### src/sv/tgc_pkg.sv
package tgc_pkg;

    // Field widths
    localparam int FingerW = 4;
    localparam int PosW    = 12;
    localparam int TimeW   = 32;
    localparam int StepW   = 10;
    localparam int DeltaW  = PosW + 1;   // signed displacement from origin
    localparam int AnchorW = PosW + 2;   // signed anchor

    // Default pointer clamp
    localparam int MaxPointsDefault = 8;

    // Register reset values
    localparam logic             EnableReset = 1'b1;
    localparam logic [StepW-1:0] StepReset   = 10'd40;
    localparam logic [StepW-1:0] StepMin     = 10'd8;

    // Release windows in ms
    localparam logic [TimeW-1:0] PauseWindow = 32'd500;
    localparam logic [TimeW-1:0] FlickWindow = 32'd350;
    localparam logic [TimeW-1:0] TapWindow   = 32'd300;

    // Configuration register indexes
    typedef enum logic [0:0] {
        CFG_ENABLE    = 1'b0,
        CFG_CELL_STEP = 1'b1
    } cfg_index_t;

    // Drag classification of the running sequence
    typedef enum logic [1:0] {
        DRAG_UNDECIDED = 2'd0,
        DRAG_HORIZ     = 2'd1,
        DRAG_DOWN      = 2'd2
    } drag_mode_t;

endpackage

### src/sv/touch_gesture_classifier.sv
// Each item passes the input register, then the result register, before it is offered on m_valid.
// Throughput: one item per cycle while m_ready is high; a new item is still taken while a
// result waits for m_ready, since the input and result registers form a two-deep pipeline.
// Reset (aresetn low, synchronous): both pipeline stages empty, enable = 1,
// cell_step = 40, touch sequence idle with all tracking state cleared.
module touch_gesture_classifier #(
    parameter int MAX_POINTS = tgc_pkg::MaxPointsDefault
) (
    input  logic                         aclk,
    input  logic                         aresetn,

    input  logic                         cfg_wr_en,
    input  logic [0:0]                   cfg_index,
    input  logic [tgc_pkg::StepW-1:0]    cfg_wdata,

    input  logic                         s_valid,
    output logic                         s_ready,
    input  logic [tgc_pkg::FingerW-1:0]  s_finger_count,
    input  logic [tgc_pkg::PosW-1:0]     s_pos_x,
    input  logic [tgc_pkg::PosW-1:0]     s_pos_y,
    input  logic                         s_release_valid,
    input  logic [tgc_pkg::TimeW-1:0]    s_time_ms,

    output logic                         m_valid,
    input  logic                         m_ready,
    output logic                         m_move_left,
    output logic                         m_move_right,
    output logic                         m_soft_drop,
    output logic                         m_hard_drop,
    output logic                         m_pause_request,
    output logic                         m_tap,
    output logic [tgc_pkg::PosW-1:0]     m_tap_x,
    output logic [tgc_pkg::PosW-1:0]     m_tap_y,
    output logic                         m_any_action
);

    localparam int PW = tgc_pkg::PosW;
    localparam int DW = tgc_pkg::DeltaW;
    localparam int AW = tgc_pkg::AnchorW;
    localparam int SW = tgc_pkg::StepW;
    localparam int TW = tgc_pkg::TimeW;
    localparam logic [tgc_pkg::FingerW-1:0] MaxFingers = tgc_pkg::FingerW'(MAX_POINTS);

    // Configuration registers
    logic          enable_reg;
    logic [SW-1:0] cell_step_reg;

    always_ff @(posedge aclk) begin
        if (!aresetn) begin
            enable_reg    <= tgc_pkg::EnableReset;
            cell_step_reg <= tgc_pkg::StepReset;
        end else if (cfg_wr_en) begin
            unique case (tgc_pkg::cfg_index_t'(cfg_index))
                tgc_pkg::CFG_ENABLE:    enable_reg    <= cfg_wdata[0];
                tgc_pkg::CFG_CELL_STEP: cell_step_reg <= cfg_wdata;
                default: ;
            endcase
        end
    end

    // Pipeline handshake
    logic in_valid_reg;
    logic out_valid_reg;
    logic advance;

    assign advance = in_valid_reg && (!out_valid_reg || m_ready);
    assign s_ready = !in_valid_reg || advance;

    always_ff @(posedge aclk) begin
        if (!aresetn) begin
            in_valid_reg  <= 1'b0;
            out_valid_reg <= 1'b0;
        end else begin
            if (s_ready) in_valid_reg <= s_valid;
            if (advance) out_valid_reg <= 1'b1;
            else if (m_ready) out_valid_reg <= 1'b0;
        end
    end

    // Input register
    logic [tgc_pkg::FingerW-1:0] fingers_in_reg;
    logic [PW-1:0]               px_reg;
    logic [PW-1:0]               py_reg;
    logic                        rel_reg;
    logic [TW-1:0]               now_reg;

    always_ff @(posedge aclk) begin
        if (s_valid && s_ready) begin
            fingers_in_reg <= s_finger_count;
            px_reg         <= s_pos_x;
            py_reg         <= s_pos_y;
            rel_reg        <= s_release_valid;
            now_reg        <= s_time_ms;
        end
    end

    // Sequence tracking state
    logic                        seq_active_reg, seq_active_next;
    logic [PW-1:0]               origin_x_reg, origin_x_next;
    logic [PW-1:0]               origin_y_reg, origin_y_next;
    logic signed [AW-1:0]        anchor_pos_reg, anchor_pos_next;
    logic [TW-1:0]               start_time_reg, start_time_next;
    tgc_pkg::drag_mode_t         drag_mode_reg, drag_mode_next;
    logic [tgc_pkg::FingerW-1:0] peak_fingers_reg, peak_fingers_next;
    logic signed [DW-1:0]        recent_dy_reg, recent_dy_next;
    logic [PW-1:0]               last_x_reg, last_x_next;
    logic [PW-1:0]               last_y_reg, last_y_next;

    // Result values
    logic          left_c, right_c, soft_c, hard_c, pause_c, tap_c;
    logic [PW-1:0] tx_c, ty_c;

    // Working values
    logic [tgc_pkg::FingerW-1:0] fingers_c;
    logic [SW-1:0]               step_c;
    logic signed [DW-1:0]        dx_c, dy_c;
    logic [PW-1:0]               ax_c;
    logic [PW+4:0]               ax20_c;     // ax * 20
    logic [SW+3:0]               step11_c;   // step * 11
    logic signed [DW+4:0]        dy20_c;     // dy * 20
    logic signed [DW+4:0]        step16_c;   // step * 16
    logic signed [AW:0]          d_c;        // px - anchor
    logic signed [AW:0]          step_s_c;
    logic [TW-1:0]               dur_c;
    logic [8:0]                  dur9_c;
    logic [SW+8:0]               step_dur_c; // step * dur
    logic signed [23:0]          rate_lhs_c; // recent_dy * 1000
    logic signed [23:0]          rate_rhs_c; // 6 * step * dur
    logic signed [DW+4:0]        rdy20_c;    // recent_dy * 20
    logic signed [DW+4:0]        step24_c;   // step * 24

    always_comb begin
        fingers_c = (fingers_in_reg > MaxFingers) ? MaxFingers : fingers_in_reg;
        step_c    = (cell_step_reg < tgc_pkg::StepMin) ? tgc_pkg::StepMin : cell_step_reg;

        seq_active_next   = seq_active_reg;
        origin_x_next     = origin_x_reg;
        origin_y_next     = origin_y_reg;
        anchor_pos_next   = anchor_pos_reg;
        start_time_next   = start_time_reg;
        drag_mode_next    = drag_mode_reg;
        peak_fingers_next = peak_fingers_reg;
        recent_dy_next    = recent_dy_reg;
        last_x_next       = last_x_reg;
        last_y_next       = last_y_reg;

        left_c  = 1'b0;
        right_c = 1'b0;
        soft_c  = 1'b0;
        hard_c  = 1'b0;
        pause_c = 1'b0;
        tap_c   = 1'b0;
        tx_c    = '0;
        ty_c    = '0;

        // Track the latest position, or the mouse release point
        if (fingers_c != '0 || rel_reg) begin
            last_x_next = px_reg;
            last_y_next = py_reg;
        end

        // Sequence start
        if (fingers_c != '0 && !seq_active_reg) begin
            seq_active_next   = 1'b1;
            origin_x_next     = px_reg;
            origin_y_next     = py_reg;
            anchor_pos_next   = $signed({2'b00, px_reg});
            start_time_next   = now_reg;
            drag_mode_next    = tgc_pkg::DRAG_UNDECIDED;
            peak_fingers_next = '0;
        end
        if (fingers_c != '0 && fingers_c > peak_fingers_next) peak_fingers_next = fingers_c;

        // Drag classification and stepping
        dx_c     = $signed({1'b0, px_reg}) - $signed({1'b0, origin_x_next});
        dy_c     = $signed({1'b0, py_reg}) - $signed({1'b0, origin_y_next});
        ax_c     = dx_c[DW-1] ? PW'(-dx_c) : PW'(dx_c);
        ax20_c   = (PW+5)'(ax_c) * (PW+5)'(20);
        step11_c = (SW+4)'(step_c) * (SW+4)'(11);
        dy20_c   = (DW+5)'(dy_c) * $signed((DW+5)'(20));
        step16_c = $signed({4'b0, step_c, 4'b0});
        step_s_c = $signed({5'b0, step_c});

        if (fingers_c != '0 && peak_fingers_next < 4'd2) begin
            if (drag_mode_next == tgc_pkg::DRAG_UNDECIDED) begin
                if ((ax20_c > (PW+5)'(step11_c)) &&
                    ($signed({2'b00, ax_c}) > (DW+1)'(dy_c)))
                    drag_mode_next = tgc_pkg::DRAG_HORIZ;
                else if (dy20_c > step16_c)
                    drag_mode_next = tgc_pkg::DRAG_DOWN;
            end
            d_c = $signed({3'b000, px_reg}) - (AW+1)'(anchor_pos_next);
            if (drag_mode_next == tgc_pkg::DRAG_HORIZ) begin
                if (d_c >= step_s_c) begin
                    right_c         = 1'b1;
                    anchor_pos_next = anchor_pos_next + $signed({4'b0, step_c});
                end else if (d_c <= -step_s_c) begin
                    left_c          = 1'b1;
                    anchor_pos_next = anchor_pos_next - $signed({4'b0, step_c});
                end
            end
            if (drag_mode_next == tgc_pkg::DRAG_DOWN) soft_c = 1'b1;
            recent_dy_next = dy_c;
        end else begin
            d_c = '0;
        end

        // Release decision
        dur_c      = now_reg - start_time_reg;
        dur9_c     = dur_c[8:0];
        step_dur_c = (SW+9)'(step_c) * (SW+9)'(dur9_c);
        rate_rhs_c = $signed({3'b000, step_dur_c, 2'b00} + {4'b0000, step_dur_c, 1'b0});
        rate_lhs_c = 24'(recent_dy_reg) * $signed(24'd1000);
        rdy20_c    = (DW+5)'(recent_dy_reg) * $signed((DW+5)'(20));
        step24_c   = $signed({4'b0, step_c, 4'b0}) + $signed({5'b0, step_c, 3'b0});

        if (fingers_c == '0 && seq_active_reg) begin
            if (peak_fingers_reg >= 4'd2) begin
                if (dur_c < tgc_pkg::PauseWindow) pause_c = 1'b1;
            end else if (drag_mode_reg == tgc_pkg::DRAG_DOWN &&
                         dur_c < tgc_pkg::FlickWindow &&
                         rdy20_c > step24_c && rate_lhs_c > rate_rhs_c) begin
                hard_c = 1'b1;
            end else if (drag_mode_reg == tgc_pkg::DRAG_UNDECIDED &&
                         dur_c < tgc_pkg::TapWindow) begin
                tap_c = 1'b1;
                tx_c  = last_x_next;
                ty_c  = last_y_next;
            end
            seq_active_next = 1'b0;
        end
    end

    // State update, frozen while disabled
    always_ff @(posedge aclk) begin
        if (!aresetn) begin
            seq_active_reg   <= 1'b0;
            origin_x_reg     <= '0;
            origin_y_reg     <= '0;
            anchor_pos_reg   <= '0;
            start_time_reg   <= '0;
            drag_mode_reg    <= tgc_pkg::DRAG_UNDECIDED;
            peak_fingers_reg <= '0;
            recent_dy_reg    <= '0;
            last_x_reg       <= '0;
            last_y_reg       <= '0;
        end else if (advance && enable_reg) begin
            seq_active_reg   <= seq_active_next;
            origin_x_reg     <= origin_x_next;
            origin_y_reg     <= origin_y_next;
            anchor_pos_reg   <= anchor_pos_next;
            start_time_reg   <= start_time_next;
            drag_mode_reg    <= drag_mode_next;
            peak_fingers_reg <= peak_fingers_next;
            recent_dy_reg    <= recent_dy_next;
            last_x_reg       <= last_x_next;
            last_y_reg       <= last_y_next;
        end
    end

    // Result register
    logic          left_reg, right_reg, soft_reg, hard_reg, pause_reg, tap_reg;
    logic [PW-1:0] tx_reg, ty_reg;

    always_ff @(posedge aclk) begin
        if (advance) begin
            left_reg  <= enable_reg & left_c;
            right_reg <= enable_reg & right_c;
            soft_reg  <= enable_reg & soft_c;
            hard_reg  <= enable_reg & hard_c;
            pause_reg <= enable_reg & pause_c;
            tap_reg   <= enable_reg & tap_c;
            tx_reg    <= enable_reg ? tx_c : '0;
            ty_reg    <= enable_reg ? ty_c : '0;
        end
    end

    assign m_valid         = out_valid_reg;
    assign m_move_left     = left_reg;
    assign m_move_right    = right_reg;
    assign m_soft_drop     = soft_reg;
    assign m_hard_drop     = hard_reg;
    assign m_pause_request = pause_reg;
    assign m_tap           = tap_reg;
    assign m_tap_x         = tx_reg;
    assign m_tap_y         = ty_reg;
    assign m_any_action    = hard_reg | pause_reg | tap_reg;

endmodule

### config.mk
export PLATFORM = sky130hd
export DESIGN_NAME = touch_gesture_classifier
export DESIGN_NICKNAME = d
export VERILOG_FILES = /design/src/sv/tgc_pkg.sv /design/src/sv/touch_gesture_classifier.sv
export SDC_FILE = /design/constraint.sdc
export NUM_CORES = 1
export LEC_CHECK = 0
export ABC_AREA = 1
export BUFFER_PORTS_ARGS = -buffer_cell sky130_fd_sc_hd__buf_2
export CAP_MARGIN = 20
export CORE_MARGIN = 10
export CORE_UTILIZATION = 49
export DETAILED_ROUTE_END_ITERATION = 8
export HOLD_SLACK_MARGIN = 0.12
export PLACE_DENSITY = 0.67
export SKIP_LAST_GASP = 1
export SLEW_MARGIN = 20
export SYNTH_ARGS = -nofsm -noshare
export SYNTH_HDL_FRONTEND = slang
export SYNTH_SLANG_ARGS = --single-unit
### constraint.sdc
create_clock -name aclk -period 19.2 [get_ports aclk]
set_input_delay 1.92 -clock aclk [delete_from_list [all_inputs] [get_ports aclk]]
set_output_delay 1.92 -clock aclk [all_outputs]
set_load 0.02 [all_outputs]
==> impl_metrics.toml <==
[logic_synthesis]
synth_area_leaders = "ha_1 21%, edfxtp_1 11%, dfxtp_1 10%"
synth_top_area_share_pct = 20.6
ys_ff_latch = 218
syn_area_um2 = 24500
netlist_instances = 3157
yosysWarnings = 0
ys.flop_type = "dfxtp_1"
ys_seq_area_share_pct = 21.6
yosysTopAreaCell = "ha_1"
avgSynthCellArea_um2 = 7.75
synth_cell_types = 67
async_reset_ff_share_pct = 0
synth_nets = 3759
synth_edf_count = 91

[floorplan]
die_w_um = 243
ioPinCount = 110
rows = 81
die_height_um = 243
start_util_pct = 49.7
core_um2 = 49200
die-area_um2 = 59200

[detailed_routing]
drc = 0
ant_nets = 0
drt-wirelength-per-cell_um = 16.7
viasPerCell = 5.44
dr.pass1.iters = 5
drt_wl_total_um = 65600
via_count = 21400
drtIter0Drc = 1446

[global_route]
antenna_found_initial = 1
grt_first_pass_wirelength_um = 108000
grt_pass1_vias = 21500
grt_usage_pct = 21.8
grt_remaining_overflow = 0
grt_start_max_net_pins = 107

[placed_design]
dp_hpwl_um = 52700
gp_congestion = 0.934
place_area_um2 = 25600
port_buffers = 109

[cts]
clock_sinks = 218
root_buffer = "clkbuf_16"
h-tree-depth = 1
clk_latency_ns = 0.56
path_clk_slew_ns = 0.07
clockBufferDepth = 3
postCtsSetupBuffers = 0
post_cts_resized = 0
cts_tree = "built"
cts_made_buffers = 26
cts_hold_buf = 0

[timing]
worst_pin_slew_ns = 1.02
slew_headroom_pct = 31.7
setup_viol = 0
grt_setup_unrepaired = "no"
clock.fmax_mhz = 113
period_needed_ns = 8.88
fin_skew_ns = 0.0247
slew_violations = 0
timing.final.crit_share_pct = 46.3
hold_violations = 0
finalSetupTns_ns = 0

[setup_path]
cp.required_ns = 19.50
crit_top_cell = "nand2_1"
cpPeakStageDelay_ns = 0.55
cp_max_fo = 7
endpoint_kind = "flip-flop"
critPathSlowestCell = "fa_1"
startpoint_type = "flip-flop"
crit_arrival_ns = 9.18
crit_type = "flip-flop to flip-flop"
reg2reg_slack_ns = 10.32

[pwr]
comb_power_share_pct = 76.8
p_seq_share_pct = 12.0
power_frac_clock_pct = 11.2
intPower_mw = 2.13
p_leak_nw = 13.8
p_per_area_nw_per_um2 = 169
vdd_ir_drop_max_mv = 0.250
switching_share_pct = 52.4
switchingPower_mw = 2.35
p_total_mw = 4.48

[finish]
layout_commonest_cell = "nand2_1"
design_area_um2 = 26500
antenna_cells = 0
final_cell_mix = "531 x nand2_1, 523 x inv_1, 402 x ha_1"
nNetsFinal = 3842
drive_gt1_share_pct = 7.09
area_delta_synth_final_pct = 8.48
fin_util_pct = 54.0

[run]
maxCapViolCount = 0

[outcome]
status = "completed"

[min_path]
hp-class = "flip-flop to flip-flop"
## kinds of logic after synthesis
family / after synthesis / share of synthesized area [%]
compound gates: 636 / 14.5
flops: 218 / 21.6
simple gates: 1010 / 17.8
buf+inv: 598 / 9.34
mux: 11 / 0.450
fa+ha+maj: 525 / 30.6
xor+xnor: 159 / 5.73
## metal layers
layer / vias up / part of all wire, % / GRT usage (%)
met1: 10100 / 46 / 28.7
li1: 10600 / - / -
met5: - / 0 / 0
met4: 0 / 2.2 / 5.44
met2: 540 / 46 / 36.8
met3: 76 / 5.6 / 3.01
## worst paths after layout
check / startpoint / to / cells after the start
max reg2reg: now_reg[0] / m_hard_drop / 45
min reg2reg: origin_y_reg[0] / origin_y_reg[0] / 2
min: origin_y_reg[0] / origin_y_reg[0] / 2
max: now_reg[0] / m_hard_drop / 45
## synthesized netlist by cell type, drive strengths merged, types with 27 or more instances
master,n
xor2,108
inv,527
nand2,541
a21oi,319
o211ai,34
xnor2,51
o21ai,192
nor3,27
dfxtp,127
fa,123
clkbuf,46
ha,402
nor2,246
nand3,117
edfxtp,91
nand4,43
## worst max-delay path: cells and delay by family (launching register included)
family	cells	cell delay (ns)
adders and majority gates	9	3.59
xor gates and xnor gates	3	0.86
and+or+nand+nor	18	1.79
buffers and inverters	7	0.66
DFF	1	0.36
AOI/OAI and AO/OA	8	1.35
## power groups by stage
stage / Clock [mW] / Combinational [mW] / Sequential, mW
2_1_floorplan: 0 / 2.61 / 0.543
3_3_place_gp: 0 / 3.30 / 0.549
3_5_place_dp: 0 / 3.42 / 0.550
4_1_cts: 0.508 / 3.45 / 0.540
5_1_grt: 0.527 / 3.96 / 0.544
6_report: 0.501 / 3.44 / 0.540
## layout make-up
| cell class | count | area (um2) |
|---|---|---|
| Sequential cell | 218 | 5280 |
| Tap cell | 664 | 831 |
| Fill cell | 4658 | 22600 |
| Timing Repair Buffer | 121 | 662 |
| Clock buffer | 29 | 683 |
| Clock inverter | 19 | 169 |
| Inverter | 532 | 2000 |
| Multi-Input combinational cell | 2341 | 16900 |
## through the flow
step	setup slack, ns	hold slack, ns	std cells
after floorplan	11.49	0.424	3157
after global placement	10.65	0.434	3875
after detailed placement	10.34	0.443	3875
after CTS	10.34	0.452	3923
after global routing	9.65	0.475	3924
final	10.32	0.457	3924
No activity file was read; power rests on OpenSTA's default activity.
